===== config.mk =====
export PLATFORM = sky130hd
export DESIGN_NAME = swarm_phase_fuzzy_classifier
export DESIGN_NICKNAME = d
export VERILOG_FILES = /design/src/rtl/sfc_pkg.sv /design/src/rtl/sfc_membership.sv /design/src/rtl/sfc_select.sv /design/src/rtl/swarm_phase_fuzzy_classifier.sv
export VERILOG_INCLUDE_DIRS = /design/src /design/src/rtl
export SDC_FILE = /design/constraint.sdc
export NUM_CORES = 1
export LEC_CHECK = 0
export ABC_AREA = 1
export BUFFER_PORTS_ARGS = -buffer_cell sky130_fd_sc_hd__buf_4
export CAP_MARGIN = 15
export CORE_MARGIN = 3
export CORE_UTILIZATION = 40
export DETAILED_ROUTE_END_ITERATION = 12
export GPL_TIMING_DRIVEN = 1
export PLACE_DENSITY = 0.68
export RECOVER_POWER = 25
export SKIP_LAST_GASP = 1
export SLEW_MARGIN = 0
export SYNTH_ARGS = -nofsm -noshare
export SYNTH_HDL_FRONTEND = slang
export SYNTH_SLANG_ARGS = --single-unit

===== constraint.sdc =====
create_clock -name clk -period 7.9 [get_ports clk]
set_clock_uncertainty 0.05 [all_clocks]
set_input_delay 1.975 -clock clk [delete_from_list [all_inputs] [get_ports clk]]
set_output_delay 1.975 -clock clk [all_outputs]
set_load 0.01 [all_outputs]

===== src/rtl/swarm_phase_fuzzy_classifier_defines.svh =====
// Assertion macros used by the classifier top level.
`ifndef SWARM_PHASE_FUZZY_CLASSIFIER_DEFINES_SVH
`define SWARM_PHASE_FUZZY_CLASSIFIER_DEFINES_SVH

// Same-cycle implication, checked at every rising clock edge outside reset.
`define SFC_ASSERT_NOW(label, ante, cons, msg) \
	label: assert property (@(posedge clk) disable iff (!arst_n) (ante) |-> (cons)) \
		else $error(msg);

// Next-cycle implication, checked at every rising clock edge outside reset.
`define SFC_ASSERT_NEXT(label, ante, cons, msg) \
	label: assert property (@(posedge clk) disable iff (!arst_n) (ante) |=> (cons)) \
		else $error(msg);

`endif


===== src/rtl/sfc_pkg.sv =====
`default_nettype none

package sfc_pkg;

	localparam int FRAC_BITS = 16;
	localparam int FW = FRAC_BITS + 1;
	localparam int MW = FRAC_BITS + 6;

	localparam longint ONE_L = longint'(1) << FRAC_BITS;

	localparam logic signed [MW-1:0] ONE_M = MW'(ONE_L);
	localparam logic signed [MW-1:0] C2 = MW'(2 * ONE_L);
	localparam logic signed [MW-1:0] C3 = MW'(3 * ONE_L);
	localparam logic signed [MW-1:0] C4 = MW'(4 * ONE_L);
	localparam logic signed [MW-1:0] C7 = MW'(7 * ONE_L);
	localparam logic signed [MW-1:0] C8 = MW'(8 * ONE_L);
	localparam logic signed [MW-1:0] C3H = MW'((3 * ONE_L) / 2);

	typedef enum logic [2:0] {
		PH_NONE,
		PH_EXPLORE,
		PH_EXPLOIT,
		PH_CONVERGE,
		PH_JUMP
	} phase_t;

	typedef logic [FW-1:0] mem_t;

	typedef struct packed {
		mem_t explore;
		mem_t exploit;
		mem_t converge;
		mem_t jump;
	} mem_set_t;

	typedef struct packed {
		phase_t phase;
		logic   changed;
		logic   fault;
		mem_t   strength;
	} sel_result_t;

	function automatic mem_t clamp_mem(input logic signed [MW-1:0] m);
		mem_t r;
		if (m < 0) begin
			r = '0;
		end else if (m > ONE_M) begin
			r = ONE_M[FW-1:0];
		end else begin
			r = m[FW-1:0];
		end
		return r;
	endfunction

	function automatic mem_t explore_mem(input logic signed [MW-1:0] g);
		logic signed [MW-1:0] g5;
		logic signed [MW-1:0] g10;
		logic signed [MW-1:0] m;
		g5 = (g <<< 2) + g;
		g10 = g5 <<< 1;
		if (g5 <= C2) begin
			m = '0;
		end else if (g5 <= C3) begin
			m = g5 - C2;
		end else if (g10 <= C7) begin
			m = ONE_M;
		end else if (g5 <= C4) begin
			m = C8 - g10;
		end else begin
			m = '0;
		end
		return clamp_mem(m);
	endfunction

	function automatic mem_t converge_mem(input logic signed [MW-1:0] g);
		logic signed [MW-1:0] g5;
		logic signed [MW-1:0] g10;
		logic signed [MW-1:0] m;
		g5 = (g <<< 2) + g;
		g10 = g5 <<< 1;
		if (g10 <= ONE_M) begin
			m = ONE_M;
		end else if (g10 <= C3) begin
			m = C3H - g5;
		end else begin
			m = '0;
		end
		return clamp_mem(m);
	endfunction

endpackage

`default_nettype wire


===== src/rtl/sfc_membership.sv =====
`default_nettype none

module sfc_membership
	import sfc_pkg::*;
(
	input  wire logic [FW-1:0] factor,
	output mem_set_t           mems
);

	logic signed [MW-1:0] f_ext;
	logic signed [MW-1:0] g_ext;

	assign f_ext = signed'({{(MW-FW){1'b0}}, factor});
	assign g_ext = ONE_M - f_ext;

	always_comb begin
		mems.explore = explore_mem(f_ext);
		mems.exploit = explore_mem(g_ext);
		mems.converge = converge_mem(f_ext);
		mems.jump = converge_mem(g_ext);
	end

endmodule

`default_nettype wire


===== src/rtl/sfc_select.sv =====
`default_nettype none

module sfc_select
	import sfc_pkg::*;
(
	input  wire mem_set_t mems,
	input  wire phase_t   old_phase,
	output sel_result_t   res
);

	logic [3:0] nz;
	logic [2:0] cnt;
	phase_t     c_lo;
	phase_t     c_hi;
	phase_t     hi;
	phase_t     succ;
	phase_t     next_phase;
	logic       fault;

	function automatic mem_t mem_of(input phase_t p, input mem_set_t m);
		mem_t r;
		case (p)
			PH_EXPLORE: r = m.explore;
			PH_EXPLOIT: r = m.exploit;
			PH_CONVERGE: r = m.converge;
			PH_JUMP: r = m.jump;
			default: r = '0;
		endcase
		return r;
	endfunction

	assign nz = {mems.jump != '0, mems.converge != '0, mems.exploit != '0,
		mems.explore != '0};
	assign cnt = 3'($countones(nz));

	always_comb begin
		c_lo = PH_NONE;
		c_hi = PH_NONE;
		for (int i = 3; i >= 0; i--) begin
			if (nz[i]) begin
				c_lo = phase_t'(3'(i + 1));
			end
		end
		for (int i = 0; i < 4; i++) begin
			if (nz[i]) begin
				c_hi = phase_t'(3'(i + 1));
			end
		end
	end

	// Of two equal memberships the larger phase code wins.
	assign hi = (mem_of(c_lo, mems) > mem_of(c_hi, mems)) ? c_lo : c_hi;

	always_comb begin
		case (old_phase)
			PH_EXPLORE: succ = PH_EXPLOIT;
			PH_EXPLOIT: succ = PH_CONVERGE;
			PH_CONVERGE: succ = PH_JUMP;
			PH_JUMP: succ = PH_EXPLORE;
			default: succ = PH_NONE;
		endcase
	end

	always_comb begin
		fault = 1'b0;
		next_phase = old_phase;
		if (cnt == 3'd0 || cnt > 3'd2) begin
			fault = 1'b1;
		end else if (cnt == 3'd1) begin
			next_phase = c_lo;
		end else if (old_phase == PH_NONE) begin
			next_phase = hi;
		end else if (old_phase == c_lo || old_phase == c_hi) begin
			next_phase = old_phase;
		end else if (succ != PH_NONE && (succ == c_lo || succ == c_hi)) begin
			next_phase = succ;
		end else begin
			next_phase = hi;
		end
	end

	always_comb begin
		res.phase = next_phase;
		res.changed = (next_phase != old_phase);
		res.fault = fault;
		res.strength = mem_of(next_phase, mems);
	end

endmodule

`default_nettype wire


===== src/rtl/swarm_phase_fuzzy_classifier.sv =====
// Classifies each evolutionary factor (unsigned Q1.16) into a swarm phase and
// reports the phase, whether it changed, a fault flag and the membership
// strength of the reported phase. One factor request is accepted every clock
// cycle unless factor_stall is high: the factor is registered, the four
// memberships and the phase selection are computed combinationally against the
// stored phase, and the result is registered and held on the outputs. The rate
// of one request per cycle is set by the stored phase, which is read and
// rewritten in the same cycle. A result that waits on result_stall holds the
// output register while one more request can still be taken.
`default_nettype none

`include "swarm_phase_fuzzy_classifier_defines.svh"

module swarm_phase_fuzzy_classifier
	import sfc_pkg::*;
(
	input  wire logic          clk,
	input  wire logic          arst_n,
	input  wire logic          factor_valid,
	output logic               factor_stall,
	input  wire logic [FW-1:0] factor_q,
	output logic               result_valid,
	input  wire logic          result_stall,
	output logic [2:0]         phase,
	output logic               changed,
	output logic               fault,
	output logic [FW-1:0]      strength
);

	logic [FW-1:0] factor_s1;
	logic          valid_s1;
	sel_result_t   result_s2;
	logic          valid_s2;
	phase_t        phase_q;
	mem_set_t      mems;
	sel_result_t   sel;
	logic          advance;

	assign advance = valid_s1 && (!valid_s2 || !result_stall);
	assign factor_stall = valid_s1 && !advance;

	always_ff @(posedge clk or negedge arst_n) begin
		if (!arst_n) begin
			valid_s1 <= 1'b0;
		end else if (!factor_stall) begin
			valid_s1 <= factor_valid;
		end
	end

	always_ff @(posedge clk) begin
		if (factor_valid && !factor_stall) begin
			factor_s1 <= factor_q;
		end
	end

	sfc_membership u_membership (
		.factor (factor_s1),
		.mems   (mems)
	);

	sfc_select u_select (
		.mems      (mems),
		.old_phase (phase_q),
		.res       (sel)
	);

	always_ff @(posedge clk or negedge arst_n) begin
		if (!arst_n) begin
			valid_s2 <= 1'b0;
			phase_q <= PH_NONE;
		end else begin
			if (advance) begin
				valid_s2 <= 1'b1;
				phase_q <= sel.phase;
			end else if (!result_stall) begin
				valid_s2 <= 1'b0;
			end
		end
	end

	always_ff @(posedge clk) begin
		if (advance) begin
			result_s2 <= sel;
		end
	end

	assign result_valid = valid_s2;
	assign phase = result_s2.phase;
	assign changed = result_s2.changed;
	assign fault = result_s2.fault;
	assign strength = result_s2.strength;

	`SFC_ASSERT_NOW(a_fault_keeps_phase, valid_s2 && result_s2.fault, !result_s2.changed,
		"fault reported together with a phase change")
	`SFC_ASSERT_NOW(a_none_no_strength, valid_s2 && result_s2.phase == PH_NONE,
		result_s2.strength == '0, "phase none reported with nonzero strength")
	`SFC_ASSERT_NOW(a_state_matches_out, valid_s2, result_s2.phase == phase_q,
		"stored phase differs from the last reported phase")
	`SFC_ASSERT_NEXT(a_stall_means_full, factor_stall, valid_s1,
		"request stalled while the input stage was empty")

endmodule

`default_nettype wire


; Word level (Yosys, flattened, before mapping)
; Index checks and enable logic that the tools add are counted.
[word_totals]
mem_bits_ro = 0
n_memories = 0
word_cells = 125
latchBits = 0
regBits = 44
input_bits = 21
ramBits = 0
output_inout_bits = 24
[classes]
mux = 41
n_mul = 0
addsub = 12
reduce_logical = 19
shift = 0
n_lt_le_gt_ge = 22
div = 0
eq_ne = 23
bitwise = 0
[ops]
columns = operator, count
row1 = two-way mux 22 bit, 12
row2 = one-hot mux 17 bit (4 select lines), 3
row3 = two-way mux 17 bit, 8
row4 = "<= comparator 22 x 19 -> 1 bit, second input constant", 6
row5 = "> comparator 22 x 18 -> 1 bit, second input constant", 4
row6 = "<= comparator 22 x 20 -> 1 bit, second input constant", 4
row7 = "< comparator 22 x 1 -> 1 bit, second input constant", 4
row8 = nonzero test 17 bit, 4
row9 = "<= comparator 22 x 18 -> 1 bit, second input constant", 2
row10 = "subtractor 18 x 22 -> 22 bit, first input constant", 2
row11 = "subtractor 21 x 22 -> 22 bit, first input constant", 2
row12 = "subtractor 22 x 19 -> 22 bit, second input constant", 2
row13 = two-way mux 3 bit, 11
row14 = "equality test 3 x 2 -> 1 bit, second input constant", 8
row15 = adder 22 bit, 1
row16 = adder 19 x 17 -> 20 bit, 1
row17 = "subtractor 17 x 17 -> 18 bit, first input constant", 1
row18 = > comparator 17 bit, 1
row19 = "equality test 3 x 1 -> 1 bit, second input constant", 5
row20 = equality test 3 bit, 4
row21 = "equality test 3 bit, second input constant", 4
row22 = one-hot mux 3 bit (4 select lines), 1
row23 = logical NOT 3 bit, 2
row24 = adder 1 x 1 -> 2 bit, 2
row25 = other kinds (10), 23

; Longest topological paths before layout
; Gate-level depths: netlist of run 1.
[depth]
word_depth = 25
mapped_depth = 74
depth_no_buf = 70

; Modules after synthesis
; Synthesis of run 1 repeated with hierarchy kept, for this count alone.
[unflattened]
hier_cells = 1653
hier_area_um2 = 9859.5
[by_module_without_submodules]
columns = module, area_each_um2, n_inst, cells_each, seq_area_each_um2
row1 = sfc_membership, 5437.7, 1, 1018, 0.0
row2 = sfc_select, 3042.9, 1, 573, 0.0
row3 = swarm_phase_fuzzy_classifier, 1378.8, 1, 62, 1296.2

; Worst setup path after synthesis of run 1
; Ideal clock, no wire load.
[synth_timing]
path_type = register -> register
start = reg factor_s1[0]
end = reg result_s2 (netlist bit strength[10]), data pin
setup_time_ps = 252
setup_slack_ps = -661
synth_period_minus_slack_ps = 8561
stages_incl_launch_ff = 66
arrival_ps = 8259
required_ps = 7598
n_path_buf = 6
path_cell_list = edfxtp_1 buf_6 clkinv_1 ha_1 buf_4 nand3_1 nor2_1 nand2_1 a21boi_0 ha_1 nand2_1 nor4_1 nand3_1 nand2_2 nand2_2 nand2_1 nand2_1 nand2_4 (+30 left out) nor2_1 nor2_1 a211oi_1 o211ai_1 nand2_1 o211ai_1 nand2_1 nand2_1 o211ai_1 a21boi_0 nand2_1 nand2_2 nor2_4 buf_4 nand3_1 nand2_1 inv_2 nand2_1
[synth_rtl]
columns = item, line_no
row1 = start: declaration, swarm_phase_fuzzy_classifier.sv:30  ; logic [FW-1:0] factor_s1;
row2 = start signal: assignment, swarm_phase_fuzzy_classifier.sv:52  ; factor_s1 <= factor_q;
row3 = end signal: assignment, swarm_phase_fuzzy_classifier.sv:83  ; result_s2 <= sel;
row4 = end: declaration, swarm_phase_fuzzy_classifier.sv:32  ; sel_result_t result_s2;

==> summary.md, run 1 <==
| Metric | Value |
|---|---|
| Vias per cell | 5.31 |
| Worst relative slew slack | 0.361 |
| RR Startpoint | factor_s1[1] |
| End of the worst hold path | result_valid |
| Cell Area, Synth | 9900 um^2 |
| Final min period | 8.65 ns |
| Final hold vios | 0 |
| Overall routed net length | 40500 um |
| Worst R2R Path Depth | 67 |
| Max cap viols | 0 |
| Fin worst setup slack | -0.754 ns |
| Critical R2R Capture | changed |
| Number of port buffers | 44 |
| Post-Synthesis Cells | 1652 |
| Area occupied by multi-input gates | 8270 um^2 |
| Synth Warn # | 0 |
| Crit path DAT | just under 9 ns |
| Yosys cell types | 62 |
| Worst setup SP type | register |
| Hpwl dp | 31000 um |
| Syn Nets | between 1500 and 2000 |
| XOR/XNOR Fraction of Synth Area | 0.0382 |
| Die Area | 26700 um^2 |
| Crit end category | register |
| Mean post-synth cell area | around 6 um^2 |
| Synth Flop Type | edfxtp_1 |
| Gpl congestion | 1.07 |
| Die X | 163 um |
| Clock transition at path regs | 0.08 ns |
| Sequential cell area | about 1300 um^2 |
| Post-route ant nets | 0 |
| Synth Area in Compound Gates | 0.152 |
| Worst-Skew Late Latency | 0.31 ns |
| Fmax achieved | 0.116 GHz |
| Pwr dens | 371 nW/um^2 |
| CP required | approximately 8 ns |
| #FFs+latches synth | 44 |
| Diodes inserted | 0 |
| Post-Synth Adder-Cell Area | 0.0812 |
| Std cell rows | 56 |
| Seq/Total Area, Yosys | 0.131 |
| Worst min path class | reg2reg |
| Clk Tree Root Cell | clkbuf_16 |
| Outcome | finished, violations left |
| Clk sinks | 44 |
| First-pass GRT wire length | 61800 um |
| EDFF count, synth | 39 |
| Tot GR Track Use | 0.286 |
| Starting Density | 0.414 |
| Pleak | 8.14 nW |
| WL per Instance | about 16 um |
| Total power | between 5 and 6 mW |
| Worst Hold Path Cells | 2 |
| Slew @ Worst Pin | roughly 0.96 ns |
| DRC Markers | 0 |
| Fill cells | around 2000 |
| CP max-delay cell | edfxtp_1 |
| Max Transition Viols Final | 0 |
| Mux contribution to synthesized area | 0 |
| Fin nets | 2266 |
| Max incr delay on CP | 0.51 ns |
| Crit share post-route | 1.10 |
| Initial antenna violation count | 0 |
| Dpl ws | -0.693 ns |
| Synthesis-to-layout area growth | 59.1% |
| Flop2flop setup slack | -0.75 ns |
| Async SR Flop Fraction | 0.114 |
| Grt total ovfl | 0 |
| Post-Synth Simple-Gate Area | 0.469 |
| Worst-case clock buffer depth | 2 |
| Vias in the first global route | about 12000 |
| Crit-path max FO | 8 |
| Violated checks | setup timing |
| Cts bufs inserted | 5 |
| Setup CP Type | reg2reg |
| Largest net degree at the start of global routing | 36 |
| Drt initial violations | 983 |
| Peak VDD IR | 0.749 mV |
| # IOs | 45 |
| Share of layout cells above drive strength 1 | 0.401 |
| CP most frequent cell | buf_4 |
| Main combinational cell family by area after synthesis | simple AND/OR/NAND/NOR gates |
| RSZ-0062 raised after global routing | yes |
| CORE AREA | between 20000 and 25000 um^2 |
| Die height | 163 um |
| Routed vias | 13288 |
| CTS tree | done |
| H-tree Lvls | 2 |
| Endpoints failing setup | 24 |
| Drt pass-1 iters | 6 |
| Hold Path Origin | valid_s1 |
==> cell type report <==
class,instances,share of cell area
Sequential cell,44,0.0823
Clock inverter,3,0.00294
Multi-Input combinational cell,1308,0.525
Clock buffer,5,0.00795
Inverter,258,0.0630
Tap cell,319,0.0254
Timing Repair Buffer,565,0.293
==> where the power goes <==
group / switching, mW / internal, mW / total, mW
logic: 2.85 / 2.36 / 5.20
clock network: 0.110 / 0.151 / 0.261
registers: 0.0291 / 0.352 / 0.382
==> registers in the layout, summed over array words and instances (netlist names) <==
register	count
changed	1
factor_s1	17
fault	1
phase	3
phase_q	3
result_valid	1
strength	17
valid_s1	1
==> what timing repair did <==
item,in CTS,in global routing
pin swaps,83,77
cloned,3,7
endpoints found under the setup margin,24,24
resized for setup,84,88
endpoints found under the hold margin,0,0
buffers inserted,51,15
hold buffers,0,0
==> kinds of logic after synthesis <==
family,after synthesis
compound gates,236
xor+xnor,41
fa+ha+maj,63
buf+inv,300
flops,44
simple gates,968
==> worst max-delay path by stage <==
stage | slack (ns) | depth (start not counted) | startpoint | end
after floorplan | -0.15 | 65 | factor_s1[1] | strength[10]
after global placement | -0.45 | 65 | factor_s1[1] | strength[12]
after detailed placement | -0.69 | 66 | factor_s1[1] | strength[15]
after CTS | -0.29 | 66 | factor_s1[0] | strength[8]
after global routing | -1.28 | 64 | factor_s1[1] | strength[16]
final | -0.75 | 67 | factor_s1[1] | changed
==> critical path, delay by kind of cell, from the launching register on <==
kind                     cells  cell delay (ns)
AND/OR/NAND/NOR             29             3.09
XOR/XNOR                     2             0.33
AO/OA/AOI/OAI                5             0.55
flip-flops                   1             0.51
buffers and inverters       27             3.15
adder cells (fa/ha/maj)      4             0.72
==> Yosys cell counts, types with 11 or more instances <==
cell type    n  area share
nand3_2     11       0.011
nand2_2     29       0.018
nand4_1     39       0.025
xor2_1      26       0.023
nand3b_1    14       0.011
buf_4       12      0.0091
ha_1        61       0.077
nor2_1     182       0.069
inv_1      215       0.082
edfxtp_1    39        0.12
nor2_2      13      0.0082
nor3_1      26       0.013
a21oi_1     63       0.032
o21ai_0     63       0.032
xnor2_1     14       0.012
nand2_4     15       0.017
clkinv_1    14      0.0053
nand3_1    156       0.079
nand2_1    444        0.17
o211ai_1    16       0.012
a221oi_1    17       0.015
inv_2       27       0.010
o21ai_1     13      0.0066
buf_6       11       0.013
==> placed cells by master, fill, tap and decap left out, types with 15 or more instances in the layout <==
| master | netlist | final |
|---|---|---|
| nor2_2 | 13 | 27 |
| nand3_1 | 156 | 117 |
| buf_12 | 0 | 16 |
| o21ai_1 | 13 | 19 |
| nand2_1 | 444 | 412 |
| nand3_4 | 8 | 16 |
| xor2_1 | 26 | 23 |
| edfxtp_1 | 39 | 39 |
| a21oi_1 | 63 | 51 |
| a221oi_1 | 17 | 15 |
| inv_2 | 27 | 36 |
| nand4_1 | 39 | 39 |
| nor3_1 | 26 | 22 |
| nor2_4 | 9 | 18 |
| buf_4 | 12 | 511 |
| inv_1 | 215 | 205 |
| nand2_4 | 15 | 22 |
| clkbuf_4 | 0 | 17 |
| o21ai_0 | 63 | 51 |
| o211ai_1 | 16 | 16 |
| ha_1 | 61 | 47 |
| nand3_2 | 11 | 42 |
| nor2_1 | 182 | 159 |
| nand2_2 | 29 | 54 |
==> metal layers <==
layer / share of wire / GRT usage / wire, um
met1: 0.40 / 0.354 / 16300
met3: 0.062 / 0.0271 / 2500
met4: 0.058 / 0.128 / 2360
met5: 0 / 0 / 0
met2: 0.48 / 0.501 / 19400
==> per-stage QoR <==
step	utilization	std cells	area [um^2]	setup TNS, ns	hold slack [ns]
floorplan	-	1652	10300	-2.47	0.398
global placement	0.593	2420	14200	-7.70	0.404
detailed placement	0.593	2420	14200	-12.99	0.415
CTS	0.633	2482	15100	-4.42	0.444
global route	0.659	2502	15700	-27.84	0.473
finish	0.659	2502	15700	-15.56	0.435
No activity file was read; power rests on OpenSTA's default activity.
==> inputs of run 2 (changes only) <==
CELL_PAD_IN_SITES_DETAIL_PLACEMENT = 0   (was default)
CELL_PAD_IN_SITES_GLOBAL_PLACEMENT = 1   (was default)
PLACE_DENSITY = 0.88   (was 0.68)
clock period = 7.3 ns   (was 7.9 ns; I/O delays follow)
==> run 2 against run 1 <==
Effect of this change:
- the flow still finishes with violations (setup timing)
- critical path type unchanged
- non-clock buffer count fell by 13
- critical path depth unchanged
- via count decreased by 1.3%
- global-route usage shrank 1.6 points
- total power is 2.5% lower
- sequential cell count is the same
- hold slack improved by 0.0011 ns
- cell count shrank 0.40%
- wire length shrank 6.7%
- die area stayed put
- final area fell by 2.6%
==> summary.md, run 2 (synthesized netlist as in run 1, its figures left out) <==
| Metric | Value |
|---|---|
| Fill cells | 2015 (-1.0%) |
| Drt initial violations | 1148 (+17%) |
| Total power | 5.70 mW (-2.5%) |
| Max cap viols | 0 (unchanged) |
| Crit end category | register |
| Slew @ Worst Pin | 0.925 ns (-0.0317 ns) |
| Diodes inserted | 0 (unchanged) |
| Die height | 163 um (unchanged) |
| Fin worst setup slack | -1.26 ns (-0.502 ns) |
| Worst relative slew slack | 0.383 (+0.0211) |
| Crit path DAT | 8.57 ns (-0.09 ns) |
| Final hold vios | 0 (unchanged) |
| Endpoints failing setup | 24 (unchanged) |
| Clock transition at path regs | 0.07 ns (about the same) |
| Largest net degree at the start of global routing | 36 (unchanged) |
| Hpwl dp | 29700 um (-4.1%) |
| RSZ-0062 raised after global routing | yes |
| TNS Setup | -26.30 ns (-10.74 ns) |
| Worst setup SP type | register |
| H-tree Lvls | 2 (unchanged) |
| CORE AREA | 23900 um^2 (unchanged) |
| Flop2flop setup slack | -1.26 ns (-0.50 ns) |
| Clk sinks | 44 (unchanged) |
| First-pass GRT wire length | 59200 um (-4.1%) |
| Cts bufs inserted | 5 (unchanged) |
| CP max-delay cell | edfxtp_1 |
| CP most frequent cell | nand2_1 |
| Violated checks | setup timing |
| Share of layout cells above drive strength 1 | 0.383 (-0.0175) |
| Worst-Skew Late Latency | 0.31 ns (about the same) |
| Overall routed net length | 37800 um (-6.7%) |
| Pleak | 8.00 nW (-1.7%) |
| Post-route ant nets | 0 (unchanged) |
| WL per Instance | 15.2 um (-6.4%) |
| Vias per cell | 5.26 (-0.88%) |
| Worst-case clock buffer depth | 2 (unchanged) |
| # IOs | 45 (unchanged) |
| Gpl congestion | 1.09 (+1.7%) |
| Grt total ovfl | 0 (unchanged) |
| Worst min path class | reg2reg |
| Die Area | 26700 um^2 (unchanged) |
| Max Transition Viols Final | 0 (unchanged) |
| Crit-path max FO | 9 (+1) |
| Peak VDD IR | 0.502 mV (-33%) |
| Vias in the first global route | 12267 (-0.58%) |
| Std cell rows | 56 (unchanged) |
| Fin nets | 2256 (-0.44%) |
| Commonest non-fill, non-tap cell in the layout | buf_4 |
| Fmax achieved | 0.117 GHz (+1.1%) |
| Initial antenna violation count | 0 (unchanged) |
| Max incr delay on CP | 0.50 ns (about the same) |
| Tot GR Track Use | 0.270 (-0.0159) |
| Post-route cell area | 15300 um^2 (-2.6%) |
| Number of port buffers | 44 (unchanged) |
| Hold_ws | 0.436 ns (+0.00106 ns) |
| # hold bufs at CTS | 0 (unchanged) |
| Routed vias | 13118 (-1.3%) |
| Dpl ws | -1.41 ns (-0.713 ns) |
| Final min period | 8.56 ns (-0.0976 ns) |
| Synthesis-to-layout area growth | 55.0% |
| Commonest cells after routing, fill and taps aside | buf_4, nand2_1, inv_1, nor2_1, nand3_1 |
| Pwr dens | 372 nW/um^2 (about the same) |
| Clk Tree Root Cell | clkbuf_16 |
| Dpl cell area | 14300 um^2 (+0.85%) |
| Die X | 163 um (unchanged) |
| Sequential cell area | 1300 um^2 (unchanged) |
| DRC Markers | 0 (unchanged) |
| Area occupied by multi-input gates | 8140 um^2 (-1.6%) |
| Starting Density | 0.414 (unchanged) |
| Outcome | finished, violations left |
| CP required | 7.31 ns (-0.60 ns) |
| Crit share post-route | 1.17 (+0.0767) |
| Drt pass-1 iters | 6 (unchanged) |
| Setup CP Type | reg2reg |
| CTS tree | done |
-- run 2: cell types whose count changed in the layout (fill, tap and decap cells not counted), moves of 5 or more --
cell       change
nor2_2        -13
nor2_1        +13
nand2_2        -5
clkbuf_16      -6
nand3_2        -5
nand2_1        +7
nand3_1        +9
-- run 2: path summary, 6_finish.rpt --
kind                         startpoint            to  cells past startpoint
hold / removal                 valid_s1  result_valid                      2
max in group asynchronous        arst_n      valid_s1                      1
min in group asynchronous        arst_n    phase_q[0]                      1
hold reg to reg                valid_s1  result_valid                      2
setup reg to reg           factor_s1[1]  strength[12]                     67
setup / recovery           factor_s1[1]  strength[12]                     67
-- run 2: what timing repair did --
action,4_1_cts,5_1_grt
buffers inserted,25,9
resized for setup,68,57
pin swaps,53,56
endpoints found under the setup margin,24,24
cloned,3,3
-- run 2: layout make-up --
class                   instances  share of cell area
clock buffers                   5             0.00816
clock inverters                 3             0.00139
inverters                     258              0.0652
multi-input cells            1311               0.531
flip-flops and latches         44              0.0845
well taps                     319              0.0260
repair buffers                552               0.284
-- run 2: critical path: cells and delay by family, from the launching register on --
kind,cells,cell delay [ns]
and+or+nand+nor,34,3.24
AOI/OAI and AO/OA,14,1.88
buffers and inverters,13,1.35
adders and majority gates,5,1.05
DFF,1,0.50
xor gates and xnor gates,1,0.18
-- run 2: metrics by stage --
| step | util | cells |
|---|---|---|
| 3_5_place_dp | 0.598 | 2444 |
| 2_1_floorplan | - | 1652 |
| 3_3_place_gp | 0.598 | 2444 |
| 4_1_cts | 0.627 | 2480 |
| 5_1_grt | 0.642 | 2492 |
| 6_report | 0.642 | 2492 |
-- run 2: layer usage --
layer  share of wire  track usage
met1            0.40        0.339
met2            0.47        0.458
met3           0.073       0.0345
met4           0.054        0.126
met5               0            0
-- run 2: report_power, final --
| part | switching (mW) | internal [mW] |
|---|---|---|
| clock | 0.112 | 0.128 |
| sequential | 0.0303 | 0.381 |
| combinational | 2.82 | 2.23 |
| total | 2.97 | 2.74 |
==> inputs of run 3 (changes only) <==
CORE_MARGIN = default   (was 3)
==> run 3 against run 2 <==
Effect of this change:
- the flow still finishes with violations (setup timing)
- global-route usage is 1.5 points higher
- hold slack better by 0.0032 ns
- sequential share of layout area is 0.18 points lower
- non-clock buffer count is 26 higher
- combinational power is 8.5% higher
- die area is 4.8% lower
- first-iteration DRC count is 1.6% lower
- via count is 0.40% higher
- clock power is 3% lower
- setup slack worse by 0.21 ns
- critical path depth is 3 higher
- register-to-register slack worse by 0.21 ns
- critical endpoint is now strength[5]
- largest cell class unchanged
- highest routed layer unchanged
==> summary.md, run 3 (synthesized netlist as in run 1, its figures left out) <==
| Metric | Value |
|---|---|
| Outcome | finished, violations left |
| Violated checks | setup timing |
| Share of layout cells above drive strength 1 | 0.407 (+0.0238) |
| # hold bufs at CTS | 0 (unchanged) |
| Worst min path class | reg2reg |
| Synthesis-to-layout area growth | 58.4% |
| Final min period | 8.76 ns (+0.207 ns) |
| CP required | 7.30 ns (about the same) |
| Cts bufs inserted | 5 (unchanged) |
| Number of port buffers | 44 (unchanged) |
| Commonest non-fill, non-tap cell in the layout | buf_4 |
| Fin nets | 2281 (+1.1%) |
| Slew @ Worst Pin | 0.939 ns (+0.0141 ns) |
| Tot GR Track Use | 0.285 (+0.0150) |
| Setup CP Type | reg2reg |
| # IOs | 45 (unchanged) |
| TNS Setup | -30.60 ns (-4.30 ns) |
| CP most frequent cell | nand2_1 |
| Die height | 159 um (-2.4%) |
| RSZ-0062 raised after global routing | yes |
| Diodes inserted | 0 (unchanged) |
| Pleak | 8.14 nW (+1.7%) |
| Met1 global-route usage | 0.349 (+0.00970) |
| Busiest grt layer | met2 |
| Crit path DAT | 8.77 ns (+0.20 ns) |
| Final hold vios | 0 (unchanged) |
| M2 GR Usage | 0.501 (+0.0423) |
| Std cell rows | 57 (+1.8%) |
| Drt initial violations | 1130 (-1.6%) |
| Fin worst setup slack | -1.46 ns (-0.207 ns) |
| Fmax achieved | 0.114 GHz (-2.4%) |
| Starting Density | 0.407 (-0.00727) |
| Vias in the first global route | 12426 (+1.3%) |
| Clk sinks | 44 (unchanged) |
| Crit share post-route | 1.20 (+0.0283) |
| Die Area | 25400 um^2 (-4.8%) |
| Largest net degree at the start of global routing | 36 (unchanged) |
| Worst-case clock buffer depth | 2 (unchanged) |
| Pwr dens | 390 nW/um^2 (+5.1%) |
| Peak VDD IR | 0.486 mV (-3.3%) |
| Worst relative slew slack | 0.373 (-0.00939) |
| H-tree Lvls | 2 (unchanged) |
| Clk Tree Root Cell | clkbuf_16 |
| Grt total ovfl | 0 (unchanged) |
| First-pass GRT wire length | 59600 um (+0.65%) |
| Vias per cell | 5.22 (-0.80%) |
| Crit end category | register |
| Fill cells | 2047 (+1.6%) |
| Dpl ws | -1.32 ns (+0.0881 ns) |
| Drt pass-1 iters | 5 (-1) |
| Worst-Skew Late Latency | 0.30 ns (about the same) |
| Max incr delay on CP | 0.39 ns (-0.11 ns) |
| CTS tree | done |
| CP max-delay cell | edfxtp_1 |
| Grt met3 use | 0.0289 (-0.00558) |
| Gpl congestion | 1.12 (+2.8%) |
| Endpoints failing setup | 24 (unchanged) |
| Die X | 159 um (-2.4%) |
| Max cap viols | 0 (unchanged) |
| DRC Markers | 0 (unchanged) |
| Worst setup SP type | register |
| Max Transition Viols Final | 0 (unchanged) |
| Commonest cells after routing, fill and taps aside | buf_4, nand2_1, inv_1, nor2_1, nand3_1 |
| Post-route ant nets | 0 (unchanged) |
| Worst Path Buf+Inv | 15 (+2) |
| Clock transition at path regs | 0.07 ns (about the same) |
| Hpwl dp | 29900 um (+0.59%) |
| WL per Instance | 15.0 um (-1.0%) |
| Routed vias | 13170 (+0.40%) |
| Initial antenna violation count | 0 (unchanged) |
| Cell family contributing the most delay on the critical path | simple AND/OR/NAND/NOR gates |
| Hold_ws | 0.440 ns (+0.00316 ns) |
| Overall routed net length | 37900 um (+0.15%) |
| CORE AREA | 24300 um^2 (+1.8%) |
| Crit-path max FO | 7 (-2) |
-- run 3: cell count changes in the layout (fill, tap and decap cells not counted), moves of 8 or more --
cell,before,now
nand3_2,37,48
nor2_2,14,26
nor2_1,172,164
nand2_1,419,404
buf_4,510,530
nand2_2,49,65
nand3_1,126,111
-- run 3: repair_timing --
action | in CTS | in global routing
setup endpoints to repair | 24 | 24
gates cloned | 5 | 3
endpoints found under the hold margin | 0 | 0
buffers inserted | 28 | 13
resized for setup | 93 | 74
pin swaps | 87 | 85
-- run 3: stage by stage --
stage	instance area [um^2]	std cells	util	power, mW
after global placement	14400	2467	0.593	4.63
final	15700	2522	0.645	6.12
after CTS	15300	2507	0.627	5.73
after floorplan	10300	1652	-	3.04
after global routing	15700	2522	0.645	6.51
after detailed placement	14400	2467	0.593	4.73
-- run 3: area by class of cell --
cell class,count,area [um^2],share of cell area
sequential,44,1300,0.0827
tap,324,405,0.0259
inverter,258,995,0.0635
timing repair buffer,578,4610,0.294
multi-input combinational,1310,8230,0.525
clock inverter,1,8.76,0.000559
clock buffer,7,133,0.00846
-- run 3: metal layers --
layer  wire length, um  up-vias
met5                 0        -
met4              1930        0
met3              2200      122
met2             18100      542
met1             15700     5946
li1                  -     6560
-- run 3: path summary, 6_finish.rpt --
check	depth (start not counted)	to	slack, ns	startpoint
max	70	strength[5]	-1.46	factor_s1[0]
min	2	result_valid	0.44	valid_s1
max reg2reg	70	strength[5]	-1.46	factor_s1[0]
min reg2reg	2	result_valid	0.44	valid_s1
max in group asynchronous	1	valid_s1	5.63	arst_n
min in group asynchronous	1	phase_q[0]	1.33	arst_n
-- run 3: worst reg2reg max path, delay by kind of cell (launching register included) --
kind                     cells  cell delay, ns
AO/OA/AOI/OAI               16            2.03
adder cells (fa/ha/maj)      5            0.98
flip-flops                   1            0.39
XOR/XNOR                     1            0.18
buffers and inverters       15            1.59
AND/OR/NAND/NOR             33            3.30
-- run 3: where the power goes --
group	internal, mW	switching [mW]	total [mW]	leakage [nW]
clock	0.128	0.103	0.231	0.0681
sequential	0.382	0.0300	0.412	0.442
combinational	2.52	2.96	5.48	7.63
